`config.mk`:
```
export PLATFORM = sky130hd
export DESIGN_NAME = directory_record_parser
export DESIGN_NICKNAME = d
export VERILOG_FILES = /design/src/rtl/drp_pkg.sv /design/src/rtl/directory_record_parser.sv /design/src/rtl/drp_front.sv /design/src/rtl/drp_queue.sv /design/src/rtl/drp_back.sv
export VERILOG_INCLUDE_DIRS = /design/src /design/src/rtl
export SDC_FILE = /design/constraint.sdc
export NUM_CORES = 1
export LEC_CHECK = 0
export ABC_AREA = 1
export BUFFER_PORTS_ARGS = -buffer_cell sky130_fd_sc_hd__buf_2
export CAP_MARGIN = 20
export CORE_MARGIN = 5
export CORE_UTILIZATION = 45
export DETAILED_ROUTE_END_ITERATION = 8
export PLACE_DENSITY = 0.67
export SLEW_MARGIN = 25
export SYNTH_ARGS = -nofsm -noshare
export SYNTH_HDL_FRONTEND = slang
export SYNTH_SLANG_ARGS = --single-unit
```
`constraint.sdc`:
```
create_clock -name clk -period 16.25 [get_ports clk]
set_input_delay 0.8125 -clock clk [delete_from_list [all_inputs] [get_ports clk]]
set_output_delay 0.8125 -clock clk [all_outputs]
set_load 0.02 [all_outputs]
```
`src/rtl/directory_record_parser_assert.svh`:
```
// Assertion macros shared by the directory record parser modules.
// Each macro expects clk and rst_n to be visible where it is used.
`ifndef DIRECTORY_RECORD_PARSER_ASSERT_SVH
`define DIRECTORY_RECORD_PARSER_ASSERT_SVH

// Condition that holds at every clock edge outside reset.
`define DRP_ASSERT(lbl, expr) \
  lbl: assert property (@(posedge clk) disable iff (!rst_n) (expr)) \
    else $error("directory_record_parser: invariant violated");

// Antecedent implies consequent in the same cycle.
`define DRP_ASSERT_IMPL(lbl, ante, cons) \
  lbl: assert property (@(posedge clk) disable iff (!rst_n) (ante) |-> (cons)) \
    else $error("directory_record_parser: implication violated");

// Antecedent implies consequent in the next cycle.
`define DRP_ASSERT_NEXT(lbl, ante, cons) \
  lbl: assert property (@(posedge clk) disable iff (!rst_n) (ante) |=> (cons)) \
    else $error("directory_record_parser: next-cycle check violated");

`endif

```
`src/rtl/drp_pkg.sv`:
```
// ----------------------------------------------------------------------------
// drp_pkg
// Types and constants shared by the directory record parser modules.
// ----------------------------------------------------------------------------
`timescale 1ns / 1ps
`default_nettype none

package drp_pkg;

  localparam int unsigned HDR_LEN     = 14;
  localparam int unsigned DIR_BIT_POS = 4;      // attribute bit 0x10
  localparam logic [31:0] END_MARK    = 32'hFFFF_FFFF;

  localparam int unsigned QUEUE_DEPTH = 4;
  localparam int unsigned QPTR_W      = $clog2(QUEUE_DEPTH);
  localparam int unsigned QCNT_W      = $clog2(QUEUE_DEPTH + 1);

  localparam int unsigned OUT_TDATA_W = 88;     // 83 field bits, padded to bytes

  typedef enum logic [1:0] {
    PH_HEADER,
    PH_NAME,
    PH_PAD,
    PH_DONE
  } phase_t;

  typedef enum logic [1:0] {
    KIND_NAME = 2'd0,
    KIND_REC  = 2'd1,
    KIND_END  = 2'd2
  } kind_t;

  typedef enum logic [1:0] {
    CAUSE_MARK  = 2'd0,
    CAUSE_EXH   = 2'd1,
    CAUSE_TRUNC = 2'd2
  } cause_t;

  // Everything one accepted byte causes: up to a name byte, a record
  // report and a directory end, in that order.
  typedef struct packed {
    logic        has_name;
    logic        has_rec;
    logic        has_end;
    logic [7:0]  name_char;
    logic [31:0] sector;
    logic [31:0] size;
    logic        is_dir;
    logic [7:0]  name_len;
    cause_t      cause;
  } ev_t;

endpackage

`default_nettype wire

```
`src/rtl/directory_record_parser.sv`:
```
// ----------------------------------------------------------------------------
// directory_record_parser
// Streaming parser for directory buffers: name bytes, record reports and a
// directory end indication, produced from one buffer byte per request.
// ----------------------------------------------------------------------------
// The block takes one directory byte per cycle and never stalls the input
// except when its four-entry event queue is full. Each byte causes zero to
// three results (name byte, record complete, directory end); results leave
// through a registered output at one per cycle while out_tready is high,
// so a run of bytes that each cause one result streams at one byte per
// cycle, and the output port alone sets the pace when bytes cause more.
// Header and padding bytes cause results only when they end a record or
// the directory. Run_last (out_tlast) marks the final result caused by
// one input byte. No clearing pass follows reset.
`timescale 1ns / 1ps
`default_nettype none

module directory_record_parser (
  input  wire logic                              clk,
  input  wire logic                              rst_n,
  // input requests
  input  wire logic                              in_tvalid,
  output logic                                   in_tready,
  input  wire logic [7:0]                        in_tdata,   // [7:0] data_byte
  input  wire logic                              in_tlast,   // last_byte
  // result requests
  output logic                                   out_tvalid,
  input  wire logic                              out_tready,
  // [7:0] name_char, [39:8] rec_sector, [71:40] rec_size, [72] is_dir,
  // [80:73] name_len, [82:81] end_cause, [87:83] zero
  output logic [drp_pkg::OUT_TDATA_W-1:0]        out_tdata,
  output logic [1:0]                             out_tuser,  // [1:0] kind
  output logic                                   out_tlast   // run_last
);
  import drp_pkg::*;

  // Front end to queue
  logic q_push;
  ev_t  push_ev;
  logic q_not_full;

  // Queue to back end
  logic q_pop;
  ev_t  head_ev;
  logic q_not_empty;

  // Parse bytes and classify each one into an event
  drp_front u_front (
    .clk        (clk),
    .rst_n      (rst_n),
    .in_tvalid  (in_tvalid),
    .in_tready  (in_tready),
    .in_tdata   (in_tdata),
    .in_tlast   (in_tlast),
    .q_not_full (q_not_full),
    .q_push     (q_push),
    .q_ev       (push_ev)
  );

  // Hold events so that the parser runs on while results wait
  drp_queue u_queue (
    .clk       (clk),
    .rst_n     (rst_n),
    .push      (q_push),
    .push_ev   (push_ev),
    .pop       (q_pop),
    .head_ev   (head_ev),
    .not_full  (q_not_full),
    .not_empty (q_not_empty)
  );

  // Unpack events into results, one per cycle while the output is accepted
  drp_back u_back (
    .clk         (clk),
    .rst_n       (rst_n),
    .q_not_empty (q_not_empty),
    .q_ev        (head_ev),
    .q_pop       (q_pop),
    .out_tvalid  (out_tvalid),
    .out_tready  (out_tready),
    .out_tdata   (out_tdata),
    .out_tuser   (out_tuser),
    .out_tlast   (out_tlast)
  );

endmodule

`default_nettype wire

```
`src/rtl/drp_front.sv`:
```
// ----------------------------------------------------------------------------
// drp_front
// Byte parser: assembles record headers, tracks name and padding bytes and
// classifies each accepted byte into an event for the back end.
// ----------------------------------------------------------------------------
`timescale 1ns / 1ps
`default_nettype none

module drp_front (
  input  wire logic        clk,
  input  wire logic        rst_n,
  input  wire logic        in_tvalid,
  output logic             in_tready,
  input  wire logic [7:0]  in_tdata,    // [7:0] data_byte
  input  wire logic        in_tlast,    // last_byte
  input  wire logic        q_not_full,
  output logic             q_push,
  output drp_pkg::ev_t     q_ev
);
  import drp_pkg::*;

  localparam logic [3:0] HDR_LAST = 4'(HDR_LEN - 1);

  phase_t      phase_r, phase_nxt;
  logic [3:0]  hidx_r, hidx_nxt;
  logic [31:0] sub_r, sub_nxt;
  logic [31:0] sec_r, sec_nxt;
  logic [31:0] size_r, size_nxt;
  logic [7:0]  attr_r, attr_nxt;
  logic [7:0]  len_r, len_nxt;
  logic [7:0]  cnt_r, cnt_nxt;
  logic [1:0]  pad_r, pad_nxt;

  logic        accept;
  logic [31:0] byte_sh;
  logic [1:0]  rec_pad;
  logic        do_name, do_rec, do_end, to_name, pad_done, rearm;
  cause_t      cause;

  assign in_tready = q_not_full;
  assign accept    = in_tvalid && q_not_full;
  assign byte_sh   = {24'd0, in_tdata} << {hidx_r[1:0], 3'b000};

  // Field assembly and event classification
  always_comb begin
    sub_nxt  = sub_r;
    sec_nxt  = sec_r;
    size_nxt = size_r;
    attr_nxt = attr_r;
    len_nxt  = len_r;
    hidx_nxt = hidx_r;
    cnt_nxt  = cnt_r;
    pad_nxt  = pad_r;
    do_name  = 1'b0;
    do_rec   = 1'b0;
    do_end   = 1'b0;
    to_name  = 1'b0;
    pad_done = 1'b0;
    rearm    = 1'b0;
    cause    = CAUSE_MARK;
    case (phase_r)
      PH_HEADER: begin
        if (hidx_r == 4'd0) begin
          sub_nxt  = '0;
          sec_nxt  = '0;
          size_nxt = '0;
          attr_nxt = '0;
          len_nxt  = '0;
        end
        case (hidx_r[3:2])
          2'd0:    sub_nxt  = sub_nxt | byte_sh;
          2'd1:    sec_nxt  = sec_nxt | byte_sh;
          2'd2:    size_nxt = size_nxt | byte_sh;
          default: begin
            if (hidx_r[0]) len_nxt = in_tdata;
            else           attr_nxt = in_tdata;
          end
        endcase
        hidx_nxt = hidx_r + 4'd1;
        if (hidx_r == 4'd3 && sub_nxt == END_MARK) begin
          do_end = 1'b1;
          cause  = CAUSE_MARK;
        end else if (hidx_r == HDR_LAST) begin
          cnt_nxt = '0;
          if (in_tdata == 8'd0) begin
            do_rec = 1'b1;
            if (in_tlast) begin
              do_end = 1'b1;
              cause  = CAUSE_EXH;
            end
          end else begin
            to_name = 1'b1;
            if (in_tlast) begin
              do_end = 1'b1;
              cause  = CAUSE_TRUNC;
            end
          end
        end else if (in_tlast) begin
          do_end = 1'b1;
          cause  = CAUSE_TRUNC;
        end
      end
      PH_NAME: begin
        do_name = 1'b1;
        cnt_nxt = cnt_r + 8'd1;
        if (cnt_nxt == len_r) begin
          do_rec = 1'b1;
          if (in_tlast) begin
            do_end = 1'b1;
            cause  = CAUSE_EXH;
          end
        end else if (in_tlast) begin
          do_end = 1'b1;
          cause  = CAUSE_TRUNC;
        end
      end
      PH_PAD: begin
        pad_nxt = pad_r - 2'd1;
        if (pad_nxt == 2'd0) begin
          pad_done = 1'b1;
          hidx_nxt = '0;
        end
        if (in_tlast) begin
          do_end = 1'b1;
          cause  = CAUSE_EXH;
        end
      end
      default: begin
        if (in_tlast) begin
          rearm    = 1'b1;
          hidx_nxt = '0;
        end
      end
    endcase
    // padding brings header plus name to a multiple of four bytes
    rec_pad = 2'd2 - len_nxt[1:0];
    if (do_rec) begin
      pad_nxt  = rec_pad;
      hidx_nxt = '0;
    end
    if (do_end) begin
      hidx_nxt = '0;
      cnt_nxt  = '0;
      pad_nxt  = '0;
    end
  end

  // Next phase
  always_comb begin
    phase_nxt = phase_r;
    case (phase_r)
      PH_HEADER: if (to_name)  phase_nxt = PH_NAME;
      PH_NAME:   phase_nxt = PH_NAME;
      PH_PAD:    if (pad_done) phase_nxt = PH_HEADER;
      PH_DONE:   if (rearm)    phase_nxt = PH_HEADER;
      default:   phase_nxt = PH_HEADER;
    endcase
    if (do_rec) begin
      phase_nxt = (rec_pad != 2'd0) ? PH_PAD : PH_HEADER;
    end
    if (do_end) begin
      phase_nxt = in_tlast ? PH_HEADER : PH_DONE;
    end
  end

  // Event towards the queue
  always_comb begin
    q_ev.has_name  = do_name;
    q_ev.has_rec   = do_rec;
    q_ev.has_end   = do_end;
    q_ev.name_char = do_name ? in_tdata : 8'd0;
    q_ev.sector    = do_rec ? sec_nxt : 32'd0;
    q_ev.size      = do_rec ? size_nxt : 32'd0;
    q_ev.is_dir    = do_rec ? attr_nxt[DIR_BIT_POS] : 1'b0;
    q_ev.name_len  = do_rec ? len_nxt : 8'd0;
    q_ev.cause     = do_end ? cause : CAUSE_MARK;
    q_push         = accept && (do_name || do_rec || do_end);
  end

  always_ff @(posedge clk) begin
    if (!rst_n) begin
      phase_r <= PH_HEADER;
      hidx_r  <= '0;
      cnt_r   <= '0;
      pad_r   <= '0;
    end else if (accept) begin
      phase_r <= phase_nxt;
      hidx_r  <= hidx_nxt;
      cnt_r   <= cnt_nxt;
      pad_r   <= pad_nxt;
    end
  end

  always_ff @(posedge clk) begin
    if (accept) begin
      sub_r  <= sub_nxt;
      sec_r  <= sec_nxt;
      size_r <= size_nxt;
      attr_r <= attr_nxt;
      len_r  <= len_nxt;
    end
  end

endmodule

`default_nettype wire

```
`src/rtl/drp_queue.sv`:
```
// ----------------------------------------------------------------------------
// drp_queue
// Short event queue between the byte parser and the result sequencer.
// ----------------------------------------------------------------------------
`timescale 1ns / 1ps
`default_nettype none

module drp_queue (
  input  wire logic         clk,
  input  wire logic         rst_n,
  input  wire logic         push,
  input  wire drp_pkg::ev_t push_ev,
  input  wire logic         pop,
  output drp_pkg::ev_t      head_ev,
  output logic              not_full,
  output logic              not_empty
);
  import drp_pkg::*;

  `include "directory_record_parser_assert.svh"

  localparam logic [QCNT_W-1:0] DEPTH_C = QCNT_W'(QUEUE_DEPTH);
  localparam logic [QCNT_W-1:0] CNT_ONE = QCNT_W'(1);
  localparam logic [QPTR_W-1:0] PTR_ONE = QPTR_W'(1);

  ev_t               mem_r [QUEUE_DEPTH];
  logic [QPTR_W-1:0] wptr_r, wptr_nxt;
  logic [QPTR_W-1:0] rptr_r, rptr_nxt;
  logic [QCNT_W-1:0] count_r, count_nxt;
  logic              do_push, do_pop;

  assign not_full  = (count_r != DEPTH_C);
  assign not_empty = (count_r != '0);
  assign do_push   = push && not_full;
  assign do_pop    = pop && not_empty;
  assign head_ev   = mem_r[rptr_r];

  always_comb begin
    wptr_nxt  = do_push ? wptr_r + PTR_ONE : wptr_r;
    rptr_nxt  = do_pop ? rptr_r + PTR_ONE : rptr_r;
    count_nxt = count_r;
    if (do_push && !do_pop) count_nxt = count_r + CNT_ONE;
    if (do_pop && !do_push) count_nxt = count_r - CNT_ONE;
  end

  always_ff @(posedge clk) begin
    if (!rst_n) begin
      wptr_r  <= '0;
      rptr_r  <= '0;
      count_r <= '0;
    end else begin
      wptr_r  <= wptr_nxt;
      rptr_r  <= rptr_nxt;
      count_r <= count_nxt;
    end
  end

  always_ff @(posedge clk) begin
    if (do_push) mem_r[wptr_r] <= push_ev;
  end

  `DRP_ASSERT(a_count_bound, count_r <= DEPTH_C)
  `DRP_ASSERT_IMPL(a_pop_nonempty, pop, count_r != '0)
  `DRP_ASSERT_NEXT(a_push_grows, rst_n && do_push && !do_pop, count_r == $past(count_r) + CNT_ONE)

endmodule

`default_nettype wire

```
`src/rtl/drp_back.sv`:
```
// ----------------------------------------------------------------------------
// drp_back
// Result sequencer: unpacks one event at a time into name, record and end
// results and drives them through the output register.
// ----------------------------------------------------------------------------
`timescale 1ns / 1ps
`default_nettype none

module drp_back (
  input  wire logic                              clk,
  input  wire logic                              rst_n,
  input  wire logic                              q_not_empty,
  input  wire drp_pkg::ev_t                      q_ev,
  output logic                                   q_pop,
  output logic                                   out_tvalid,
  input  wire logic                              out_tready,
  output logic [drp_pkg::OUT_TDATA_W-1:0]        out_tdata,
  output logic [1:0]                             out_tuser,
  output logic                                   out_tlast
);
  import drp_pkg::*;

  `include "directory_record_parser_assert.svh"

  ev_t   cur_r;
  logic  cur_name_r, cur_name_nxt;
  logic  cur_rec_r, cur_rec_nxt;
  logic  cur_end_r, cur_end_nxt;
  logic  cur_any, can_load, emit;
  logic  rest_name, rest_rec, rest_end, rest_none;
  kind_t emit_kind;

  logic                   out_valid_r, out_valid_nxt;
  logic [OUT_TDATA_W-1:0] out_data_r, out_data_nxt;
  logic [1:0]             out_user_r, out_user_nxt;
  logic                   out_last_r, out_last_nxt;

  assign cur_any  = cur_name_r || cur_rec_r || cur_end_r;
  assign can_load = !out_valid_r || out_tready;
  assign emit     = can_load && cur_any;

  // Pick the first pending result of the current event
  always_comb begin
    rest_name = cur_name_r;
    rest_rec  = cur_rec_r;
    rest_end  = cur_end_r;
    emit_kind = KIND_END;
    if (cur_name_r) begin
      emit_kind = KIND_NAME;
      rest_name = 1'b0;
    end else if (cur_rec_r) begin
      emit_kind = KIND_REC;
      rest_rec  = 1'b0;
    end else begin
      rest_end  = 1'b0;
    end
    rest_none = !(rest_name || rest_rec || rest_end);
  end

  always_comb begin
    q_pop        = q_not_empty && (!cur_any || (emit && rest_none));
    cur_name_nxt = cur_name_r;
    cur_rec_nxt  = cur_rec_r;
    cur_end_nxt  = cur_end_r;
    if (q_pop) begin
      cur_name_nxt = q_ev.has_name;
      cur_rec_nxt  = q_ev.has_rec;
      cur_end_nxt  = q_ev.has_end;
    end else if (emit) begin
      cur_name_nxt = rest_name;
      cur_rec_nxt  = rest_rec;
      cur_end_nxt  = rest_end;
    end
  end

  // Output word: fields not belonging to the result kind read as zero
  always_comb begin
    out_valid_nxt = can_load ? emit : out_valid_r;
    out_data_nxt  = '0;
    out_user_nxt  = emit_kind;
    out_last_nxt  = rest_none;
    case (emit_kind)
      KIND_NAME: out_data_nxt[7:0] = cur_r.name_char;
      KIND_REC: begin
        out_data_nxt[39:8]  = cur_r.sector;
        out_data_nxt[71:40] = cur_r.size;
        out_data_nxt[72]    = cur_r.is_dir;
        out_data_nxt[80:73] = cur_r.name_len;
      end
      default:   out_data_nxt[82:81] = cur_r.cause;
    endcase
  end

  always_ff @(posedge clk) begin
    if (!rst_n) begin
      cur_name_r  <= 1'b0;
      cur_rec_r   <= 1'b0;
      cur_end_r   <= 1'b0;
      out_valid_r <= 1'b0;
    end else begin
      cur_name_r  <= cur_name_nxt;
      cur_rec_r   <= cur_rec_nxt;
      cur_end_r   <= cur_end_nxt;
      out_valid_r <= out_valid_nxt;
    end
  end

  always_ff @(posedge clk) begin
    if (q_pop) cur_r <= q_ev;
    if (emit) begin
      out_data_r <= out_data_nxt;
      out_user_r <= out_user_nxt;
      out_last_r <= out_last_nxt;
    end
  end

  assign out_tvalid = out_valid_r;
  assign out_tdata  = out_data_r;
  assign out_tuser  = out_user_r;
  assign out_tlast  = out_last_r;

  `DRP_ASSERT_IMPL(a_end_is_last, out_valid_r && out_user_r == KIND_END, out_last_r)
  `DRP_ASSERT_IMPL(a_more_pending, out_valid_r && !out_last_r, cur_any)
  `DRP_ASSERT_NEXT(a_no_gap, rst_n && out_valid_r && out_tready && !out_last_r, out_valid_r)

endmodule

`default_nettype wire
```
==> qor.yml, run 1 <==
place:
  port_buffers: 100
  post-place-ws_ns: 10.92
  place_area_mm2: 0.0271
  dp_hpwl_mm: 34.8
  gp_congestion: 0.906
synth:
  syn_avg_cell_area_um2: 12.1
  syn_inst: 2141
  synth_edf_count: 618
  yosysWarningCount: 0
  synth_flop_cell: "edfxtp_1"
  async_flop_share: 0
  syn_area_mm2: 0.0259
  ys_ff_latch: 647
  ys_seq_area_frac: 0.738
  yosysUniqueCellTypes: 40
grt:
  met1_usage: 0.246
  grtUsageMet3: 0.0338
  grtUsageMet2: 0.281
  grt_util_all_layers: 0.177
  grt_max_degree: 99
  top_usage_layer: "met2"
  antenna_found_initial: 5
  gr-total-overflow: 0
  grt_pass1_vias: 15400
  grt_pass1_wl_mm: 88.2
timing:
  hold_viol_final: 0
  fin_setup_tns_ns: 0
  max_clock_freq_mhz: 186
  slew-limit-headroom: 0.295
  worst_slew_pin_slew_ns: 1.06
  rsz0062_at_grt: "no"
  fin_skew_ns: 0.0270
  layout_min_cycle_time_ns: 5.38
  slew_viol_final: 0
  fin_crit_sh: 0.331
  setup_slack_ns: 10.87
  finalSetupViolCount: 0
route:
  routed_wl_mm: 56.5
  dr.first_iter.drc_count: 1563
  via_per_inst: 5.21
  ant_nets: 0
  wire_per_inst_um: 18.6
  first_pass_iters: 5
  remaining_drc_errors: 0
  routed-via-count: 15800
cells_and_area:
  fill_cells: 4897
  mostFrequentLayoutCells: "edfxtp_1, nor2_1, inv_1"
  fin_area_mm2: 0.0291
  layout.nets: 2256
  drive_gt1_frac: 0.104
  area_delta_synth_final_pct: 12.3
  final_common_cell: "edfxtp_1"
min_path:
  hold_class: "register to register"
floorplan:
  row_count: 88
  ios: 106
  coreArea_mm2: 0.0574
  die_h_um: 250
  start_util: 0.452
  die_x_um: 250
  die_area_mm2: 0.0625
critical_path:
  r2r-start: "u_front.hidx_r[0]$_SDFFE_PN0P_"
  cp_common_cell: "nand2_1"
  crit_path_end: "u_queue.mem_r[0][48]$_DFFE_PP_"
  end_kind: "register"
  worstPathRequired_ns: 16.46
  worstPathMaxFanout: 49
  cp_cell_sequence: "clkinv_1 -> ha_1 -> nand2_4 -> nand2_1 -> o21ai_1 -> nand2_1 -> nor2_1 -> nand2_1 -> nor2_2 -> nand4_1 -> nand2_1 -> nand2_2 -> nand3_1 -> nand2_1 -> nor2_4 -> buf_4 -> buf_4"
  worst_path_max_delay_cell: "buf_4"
  crit_type: "register to register"
  critPathLaunch: "u_front.hidx_r[0]$_SDFFE_PN0P_"
  r2r_slack_ns: 10.87
  reg2reg_depth: 17
  worstPathArrival_ns: 5.59
  slowest_delay_ns: 0.70
  critPathLaunchType: "register"
  r2r-end: "u_queue.mem_r[0][48]$_DFFE_PP_"
cts:
  cts_resized: 0
  clk_latency_ns: 0.60
  h-tree-depth: 3
  cts_root_buf: "clkbuf_16"
  cts_max_path_buffers: 3
  cts-hold-fix-buffers: 0
  tritoncts: "built"
  cts_inserted_buffers: 67
  postCtsSetupRepairBufs: 0
  path_clk_slew_ns: 0.06
  cts_sinks: 647
pwr:
  power_density_mw_per_mm2: 200
  switchingPower_mw: 2.09
  p_int_mw: 3.75
  p_leak_nw: 11.3
  switching_share: 0.358
  p_comb_frac: 0.305
  ir_worst_vdd_v: 0.000113
  clkPwrFrac: 0.242
  p_seq_frac: 0.453
run:
  drv_cap: 0
status:
  outcome: "finished clean"
-- area by class of cell --
type	count	area (um2)	share of cell area
antenna	3	7.51	0.000258
clock buffer	82	1780	0.0610
clock inverter	34	224	0.00769
inverter	300	1130	0.0389
multi-input combinational	1091	5230	0.179
sequential	647	19100	0.657
tap	765	957	0.0329
timing repair buffer	119	654	0.0225
-- registers in the layout, summed over array words and instances (netlist names), 2 cells and up, named ones only --
signal            flops
u_front.sec_r        32
u_back.out_tdata     83
u_back.out_tuser      2
u_queue.mem_r       344
u_front.size_r       32
u_front.len_r         8
u_queue.rptr_r        2
u_front.sub_r        32
u_front.pad_r         2
u_front.hidx_r        4
u_queue.wptr_r        2
u_front.phase_r       2
u_queue.count_r       3
u_front.cnt_r         8
u_back.cur_r         83
-- synth_stat cells (all sizes together), types with 4 or more instances --
cell type / instances / area [um2]
clkinv: 5 / 18.8
ha: 16 / 200
clkbuf: 70 / 263
edfxtp: 618 / 18600
nand3: 57 / 300
a21oi: 23 / 115
o22ai: 141 / 882
nand2: 203 / 772
xor2: 4 / 35.0
inv: 295 / 1110
a22oi: 16 / 120
o21ai: 192 / 972
dfxtp: 29 / 581
nor3: 4 / 25.0
nand4: 13 / 81.3
buf: 37 / 230
o211ai: 4 / 40.0
nor2: 405 / 1540
-- stage by stage --
step / util / instances / hold WS (ns) / power [mW]
floorplan: - / 2145 / 0.452 / 3.91
global placement: 0.472 / 2922 / 0.466 / 4.42
detailed placement: 0.473 / 2922 / 0.478 / 4.48
CTS: 0.507 / 3038 / 0.491 / 5.90
global route: 0.508 / 3039 / 0.530 / 6.19
finish: 0.508 / 3041 / 0.482 / 5.84
-- power groups by stage --
stage / combinational [mW] / clock [mW] / sequential, mW
global placement: 1.76 / 0 / 2.67
CTS: 1.80 / 1.45 / 2.65
global route: 1.98 / 1.52 / 2.69
finish: 1.78 / 1.42 / 2.64
floorplan: 1.10 / 0 / 2.81
detailed placement: 1.80 / 0 / 2.68
-- worst min-delay path by stage --
stage / startpoint / end / slack (ns) / depth (start not counted)
final: u_front.pad_r[1]$_SDFFE_PN0P_ / u_front.pad_r[1]$_SDFFE_PN0P_ / 0.48 / 2
after global routing: u_front.pad_r[1]$_SDFFE_PN0P_ / u_front.pad_r[1]$_SDFFE_PN0P_ / 0.53 / 2
after CTS: u_back.cur_end_r$_SDFFE_PN0P_ / u_back.cur_end_r$_SDFFE_PN0P_ / 0.49 / 2
after detailed placement: u_front.pad_r[1]$_SDFFE_PN0P_ / u_front.pad_r[1]$_SDFFE_PN0P_ / 0.48 / 2
after global placement: u_front.pad_r[1]$_SDFFE_PN0P_ / u_front.pad_r[1]$_SDFFE_PN0P_ / 0.47 / 2
after floorplan: u_front.pad_r[1]$_SDFFE_PN0P_ / u_front.pad_r[1]$_SDFFE_PN0P_ / 0.45 / 2
-- layer usage --
layer,part of all wire,vias up
met3,0.059,104
met2,0.47,462
met4,0.027,4
li1,-,7555
met5,0.00050,-
met1,0.45,7721
-- worst max-delay path: cells and delay by family, from the launching register on --
family | cells | cell delay (ns)
AOI/OAI and AO/OA | 1 | 0.13
adders and majority gates | 1 | 0.35
DFF | 1 | 0.67
and+or+nand+nor | 12 | 2.16
buffers and inverters | 3 | 1.63
-- logic make-up (layout without fill, tap and decap cells) --
family | after synthesis | in the layout | synth area share
other cells | 1 | 8 | 0.000145
simple gates | 684 | 684 | 0.105
buf+inv | 407 | 535 | 0.0625
fa+ha+maj | 17 | 17 | 0.00850
xor+xnor | 5 | 5 | 0.00169
flops | 647 | 647 | 0.738
compound gates | 380 | 380 | 0.0834
Power figures use the tool's default switching activity.
==> run 2: changes to the inputs <==
clock period = 5.14 ns   (was 16.25 ns; I/O delays follow)
==> run 2 against run 1 <==
Critical path depth fell by 1. Routed wire length fell by 0.65%. Critical endpoint is now u_queue.mem_r[1][31]$_DFFE_PP_. Clock power rose to 3.0 times the previous value. First-iteration DRC count is 11% higher.
==> qor.yml, run 2 (synthesis gave the netlist of run 1 again) <==
route:
  first_pass_iters: 6  # +1
  via_per_inst: 5.31  # +2.0%
  remaining_drc_errors: 0  # unchanged
  routed_wl_mm: 56.1  # -0.65%
  wire_per_inst_um: 18.4  # -0.82%
  ant_nets: 0  # unchanged
  dr.first_iter.drc_count: 1730  # +11%
  routed-via-count: 16200  # +2.2%
timing:
  fin_hold_ws_ns: 0.0653  # -0.417 ns
  worst_slew_pin_slew_ns: 1.01  # -0.0499 ns
  hold_viol_final: 0  # unchanged
  slew-limit-headroom: 0.329  # +0.0333
  slew_viol_final: 0  # unchanged
  rsz0062_at_grt: "no"
  fin_crit_sh: 0.888  # +0.557
  finalSetupViolCount: 0  # unchanged
  fin_skew_ns: 0.0233  # -0.00373 ns
  layout_min_cycle_time_ns: 4.56  # -0.819 ns
  max_clock_freq_mhz: 219  # +18%
floorplan:
  ios: 106  # unchanged
  row_count: 88  # unchanged
  die_area_mm2: 0.0625  # unchanged
  die_x_um: 250  # unchanged
  start_util: 0.452  # unchanged
  die_h_um: 250  # unchanged
  coreArea_mm2: 0.0574  # unchanged
critical_path:
  cp_cell_sequence: "clkinv_1 -> ha_1 -> nand2_4 -> nand2_1 -> o21ai_1 -> nand2_1 -> nor2_1 -> nand2_1 -> nor2_2 -> nand4_1 -> nand2_1 -> nand2_2 -> nand3_1 -> nand2_2 -> nor2_4 -> buf_12"
  worstPathRequired_ns: 5.44  # -11.02 ns
  worstPathMaxFanout: 36  # -27%
  r2r-end: "u_queue.mem_r[1][31]$_DFFE_PP_"
  worst_path_max_delay_cell: "dfxtp_1"
  critPathLaunch: "u_front.hidx_r[0]$_SDFFE_PN0P_"
  end_kind: "register"
  r2r-start: "u_front.hidx_r[0]$_SDFFE_PN0P_"
  worstPathArrival_ns: 4.87  # -0.72 ns
  slowest_delay_ns: 0.63  # -0.07 ns
  crit_path_end: "u_queue.mem_r[1][31]$_DFFE_PP_"
  critPathLaunchType: "register"
  cp_common_cell: "nand2_1"
  reg2reg_depth: 16  # -1
  r2r_slack_ns: 0.58  # -10.29 ns
  crit_type: "register to register"
grt:
  grt_pass1_vias: 15600  # +1.9%
  grt_util_all_layers: 0.175  # -0.00199
  antenna_found_initial: 1  # -4
  grt_pass1_wl_mm: 88.3  # +0.14%
  grt_max_degree: 104  # +5.1%
  gr-total-overflow: 0  # unchanged
cts:
  tritoncts: "built"
  path_clk_slew_ns: 0.06  # about the same
  h-tree-depth: 2  # -1
  cts_sinks: 647  # unchanged
  cts_max_path_buffers: 3  # unchanged
  clk_latency_ns: 0.62  # +0.02 ns
  cts_root_buf: "clkbuf_16"
  cts_inserted_buffers: 60  # -10%
  postCtsSetupRepairBufs: 0  # unchanged
pwr:
  clkPwrFrac: 0.233  # -0.009
  p_comb_frac: 0.309  # +0.004
  p_leak_nw: 11.4  # +0.41%
  p_seq_frac: 0.458  # +0.005
  power_density_mw_per_mm2: 627  # +210%
  switching_share: 0.359  # +0.000542
  p_int_mw: 11.7  # +210%
  switchingPower_mw: 6.56  # +210%
  ir_worst_vdd_v: 0.000491  # +330%
  finalPower_mw: 18.3  # +210%
cells_and_area:
  largest_reg_flops: 344  # unchanged
  top_register: "u_queue.mem_r"
  mostFrequentLayoutCells: "edfxtp_1, nor2_1, inv_1"
  n_antenna_cell: 0  # -3
  area_delta_synth_final_pct: 12.6
  fin_area_mm2: 0.0292  # +0.22%
  final_common_cell: "edfxtp_1"
  drive_gt1_frac: 0.109  # +0.00490
  fin_util: 0.509  # +0.00113
  layout.nets: 2262  # +0.27%
status:
  outcome: "finished clean"
place:
  gp_congestion: 0.894  # -1.3%
  dp_hpwl_mm: 35.1  # +0.96%
  place_area_mm2: 0.0273  # +0.69%
  port_buffers: 100  # unchanged
run:
  drv_cap: 0  # unchanged
min_path:
  hold_class: "input pin to register"
==> run 2: worst max-delay path: cells and delay by family, from the launching register on <==
| family | cells | cell delay, ns |
|---|---|---|
| and+or+nand+nor | 12 | 2.38 |
| AOI/OAI and AO/OA | 1 | 0.12 |
| DFF | 1 | 0.63 |
| buffers and inverters | 2 | 0.70 |
| adders and majority gates | 1 | 0.34 |
==> run 2: power by group through the flow <==
stage	sequential [mW]	combinational [mW]	clock, mW
2_1_floorplan	8.88	3.48	0
3_3_place_gp	8.45	5.55	0
3_5_place_dp	8.48	5.69	0
4_1_cts	8.38	5.71	4.35
5_1_grt	8.51	6.31	4.57
6_report	8.38	5.65	4.27
==> run 2: area by class of cell <==
class	instances	area [um2]
Clock buffer	76	1580
Clock inverter	35	288
Fill cell	4814	28200
Inverter	300	1130
Multi-Input combinational cell	1092	5230
Sequential cell	647	19100
Tap cell	765	957
Timing Repair Buffer	131	848
==> run 2: repair_timing <==
action	in CTS	in global routing
setup endpoints to repair	0	31
hold buffers	1	0
hold endpoints to repair	1	0
resized for setup	0	1
==> run 2: per-stage QoR <==
stage	cells	setup WS (ns)	TNS [ns]
floorplan	2145	-1.01	-348.37
global placement	2933	0.549	0
detailed placement	2933	0.347	0
CTS	3045	0.345	0
global route	3046	0.191	0
finish	3046	0.575	0
==> run 2: worst min-delay path by stage <==
stage / startpoint / endpoint / slack, ns / cells after the start
global route: in_tdata[6] / u_queue.mem_r[0][81]$_DFFE_PP_ / 0.08 / 3
finish: in_tdata[6] / u_queue.mem_r[1][81]$_DFFE_PP_ / 0.07 / 3
detailed placement: u_queue.rptr_r[1]$_SDFFE_PN0P_ / register / 0.48 / 2
floorplan: rst_n / u_queue.count_r[2]$_SDFFE_PN0P_ / 0.40 / 2
CTS: in_tdata[6] / u_queue.mem_r[1][81]$_DFFE_PP_ / 0.03 / 3
global placement: u_front.pad_r[1]$_SDFFE_PN0P_ / u_front.pad_r[1]$_SDFFE_PN0P_ / 0.46 / 2
==> run 2: per-layer routing <==
layer  global-route usage  vias up  wire length, um
li1                     -     7570                -
met1                0.242     7875            23600
met2                0.287      631            27000
met3               0.0327      111             4070
met4               0.0465        2             1370
met5                    0        -               13
==> run 3: changes to the inputs <==
CTS_BUF_LIST = sky130_fd_sc_hd__clkbuf_16   (was default)
==> run 3 against run 2 <==
Critical endpoint is now u_queue.mem_r[1][44]$_DFFE_PP_. Critical path type unchanged. Cell area unchanged. Die area unchanged. Cell count unchanged. Via count decreased by 0.40%.
==> qor.yml, run 3 (synthesis gave the netlist of run 1 again) <==
critical_path:
  worst_path_max_delay_cell: "dfxtp_1"
  cp_common_cell: "nand2_1"
  critPathLaunch: "u_front.hidx_r[0]$_SDFFE_PN0P_"
  worstPathMaxFanout: 36  # unchanged
  reg2reg_depth: 16  # unchanged
  cp_cell_sequence: "clkinv_1 -> ha_1 -> nand2_4 -> nand2_1 -> o21ai_1 -> nand2_1 -> nor2_1 -> nand2_1 -> nor2_2 -> nand4_1 -> nand2_1 -> nand2_2 -> nand3_1 -> nand2_2 -> nor2_4 -> buf_12"
  end_kind: "register"
  worstPathArrival_ns: 4.85  # -0.02 ns
  worstPathRequired_ns: 5.43  # about the same
  critPathBufInv: 2  # unchanged
  crit_family: "simple AND/OR/NAND/NOR gates"
  crit_type: "register to register"
  critPathLaunchType: "register"
  worst-path-stages: 16  # unchanged
  r2r-start: "u_front.hidx_r[0]$_SDFFE_PN0P_"
  slowest_delay_ns: 0.62  # about the same
pwr:
  ir_worst_vdd_v: 0.000494  # +0.61%
  p_leak_nw: 11.4  # +0.55%
  power_density_mw_per_mm2: 626  # -0.14%
  finalPower_mw: 18.3  # -0.14%
floorplan:
  start_util: 0.452  # unchanged
  die_area_mm2: 0.0625  # unchanged
  die_x_um: 250  # unchanged
  die_h_um: 250  # unchanged
  coreArea_mm2: 0.0574  # unchanged
  row_count: 88  # unchanged
  ios: 106  # unchanged
status:
  outcome: "finished clean"
place:
  dpl.cell_count: 2933  # unchanged
  port_buffers: 100  # unchanged
  dp_hpwl_mm: 35.1  # unchanged
  gp_congestion: 0.894  # unchanged
cts:
  postCtsSetupRepairBufs: 0  # unchanged
  clk_latency_ns: 0.62  # about the same
  cts_inserted_buffers: 60  # unchanged
  h-tree-depth: 2  # unchanged
  cts_sinks: 647  # unchanged
  path_clk_slew_ns: 0.07  # about the same
  cts_max_path_buffers: 3  # unchanged
  cts_root_buf: "clkbuf_16"
  tritoncts: "built"
grt:
  gr-total-overflow: 0  # unchanged
  top_usage_layer: "met2"
  antenna_found_initial: 1  # unchanged
  grt_pass1_vias: 15600  # +0.038%
  grt_util_all_layers: 0.175  # about the same
  grt_pass1_wl_mm: 88.3  # about the same
  grtUsageMet2: 0.287  # about the same
  grtUsageMet3: 0.0327  # unchanged
  grt_max_degree: 104  # unchanged
  met1_usage: 0.242  # about the same
cells_and_area:
  area_delta_synth_final_pct: 12.6  # unchanged
  n_antenna_cell: 0  # unchanged
  largest_reg_flops: 344  # unchanged
  fill_cells: 4814  # unchanged
  mostFrequentLayoutCells: "edfxtp_1, nor2_1, inv_1"
  layout.nets: 2262  # unchanged
  finalNonFillerCells: 3046  # unchanged
  top_register: "u_queue.mem_r"
  final_common_cell: "edfxtp_1"
  drive_gt1_frac: 0.109  # unchanged
timing:
  finalSetupViolCount: 0  # unchanged
  fin_setup_tns_ns: 0  # unchanged
  layout_min_cycle_time_ns: 4.55  # -0.0130 ns
  fin_skew_ns: 0.0229  # -0.000351 ns
  fin_hold_ws_ns: 0.0692  # +0.00390 ns
  rsz0062_at_grt: "no"
  fin_crit_sh: 0.886  # -0.00252
  max_clock_freq_mhz: 220  # +0.29%
  slew-limit-headroom: 0.329  # about the same
  hold_viol_final: 0  # unchanged
  worst_slew_pin_slew_ns: 1.01  # -0.0000925 ns
  slew_viol_final: 0  # unchanged
route:
  routed-via-count: 16100  # -0.40%
  routed_wl_mm: 56.0  # -0.23%
  ant_nets: 0  # unchanged
  via_per_inst: 5.29  # -0.40%
  dr.first_iter.drc_count: 1744  # +0.81%
  remaining_drc_errors: 0  # unchanged
  wire_per_inst_um: 18.4  # -0.23%
  first_pass_iters: 5  # -1
min_path:
  hold_class: "input pin to register"
  hold_depth: 3  # unchanged
  min_from: "rst_n"
run:
  drv_cap: 0  # unchanged
-- run 3: changes by cell type in the layout (fill, tap and decap cells not counted), sizes merged --
cell,previous run,this run
inv,299,314
clkbuf,76,61
-- run 3: cell type report --
type / instances / area (um2) / area share
Clock buffer: 61 / 1530 / 0.0523
Clock inverter: 50 / 344 / 0.0118
Inverter: 300 / 1130 / 0.0388
Multi-Input combinational cell: 1092 / 5230 / 0.179
Sequential cell: 647 / 19100 / 0.656
Tap cell: 765 / 957 / 0.0328
Timing Repair Buffer: 131 / 848 / 0.0291
-- run 3: timing repair --
action / CTS / global route
endpoints found under the hold margin: 1 / 0
hold buffers: 1 / 0
resized for setup: 0 / 1
setup endpoints to repair: 0 / 31
-- run 3: worst reg2reg max path: stages (launching register included) --
cell,delay (ns)
dfxtp_1,0.62
clkinv_1,0.38
ha_1,0.34
nand2_4,0.31
nand2_1,0.12
o21ai_1,0.13
nand2_1,0.07
nor2_1,0.11
nand2_1,0.08
nor2_2,0.13
nand4_1,0.13
nand2_1,0.11
nand2_2,0.29
nand3_1,0.25
nand2_2,0.24
nor2_4,0.58
buf_12,0.34
-- run 3: layer usage --
layer,vias to the layer above,share of wire
li1,7561,-
met1,7855,0.42
met2,588,0.48
met3,118,0.070
met4,2,0.025
met5,-,0.00023
-- run 3: metrics by stage --
stage | worst slack [ns] | instance area [um2] | utilization
CTS | 0.345 | 29200 | 0.509
global route | 0.191 | 29200 | 0.509
detailed placement | 0.347 | 27300 | 0.476
floorplan | -1.01 | 25900 | -
finish | 0.588 | 29200 | 0.509
global placement | 0.549 | 27300 | 0.476
-- run 3: path summary, 6_finish.rpt --
check,to,slack (ns)
max,u_queue.mem_r[1][44]$_DFFE_PP_,0.59
max reg2reg,u_queue.mem_r[1][44]$_DFFE_PP_,0.59
min reg2reg,u_front.pad_r[1]$_SDFFE_PN0P_,0.50
min,u_front.phase_r[0]$_SDFFE_PN0P_,0.07
-- run 3: where the power goes --
part | switching, mW | total [mW] | internal, mW | leakage (nW)
clock | 1.89 | 4.24 | 2.35 | 0.987
combinational | 4.17 | 5.65 | 1.48 | 4.03
sequential | 0.504 | 8.37 | 7.87 | 6.42
total | 6.57 | 18.3 | 11.7 | 11.4
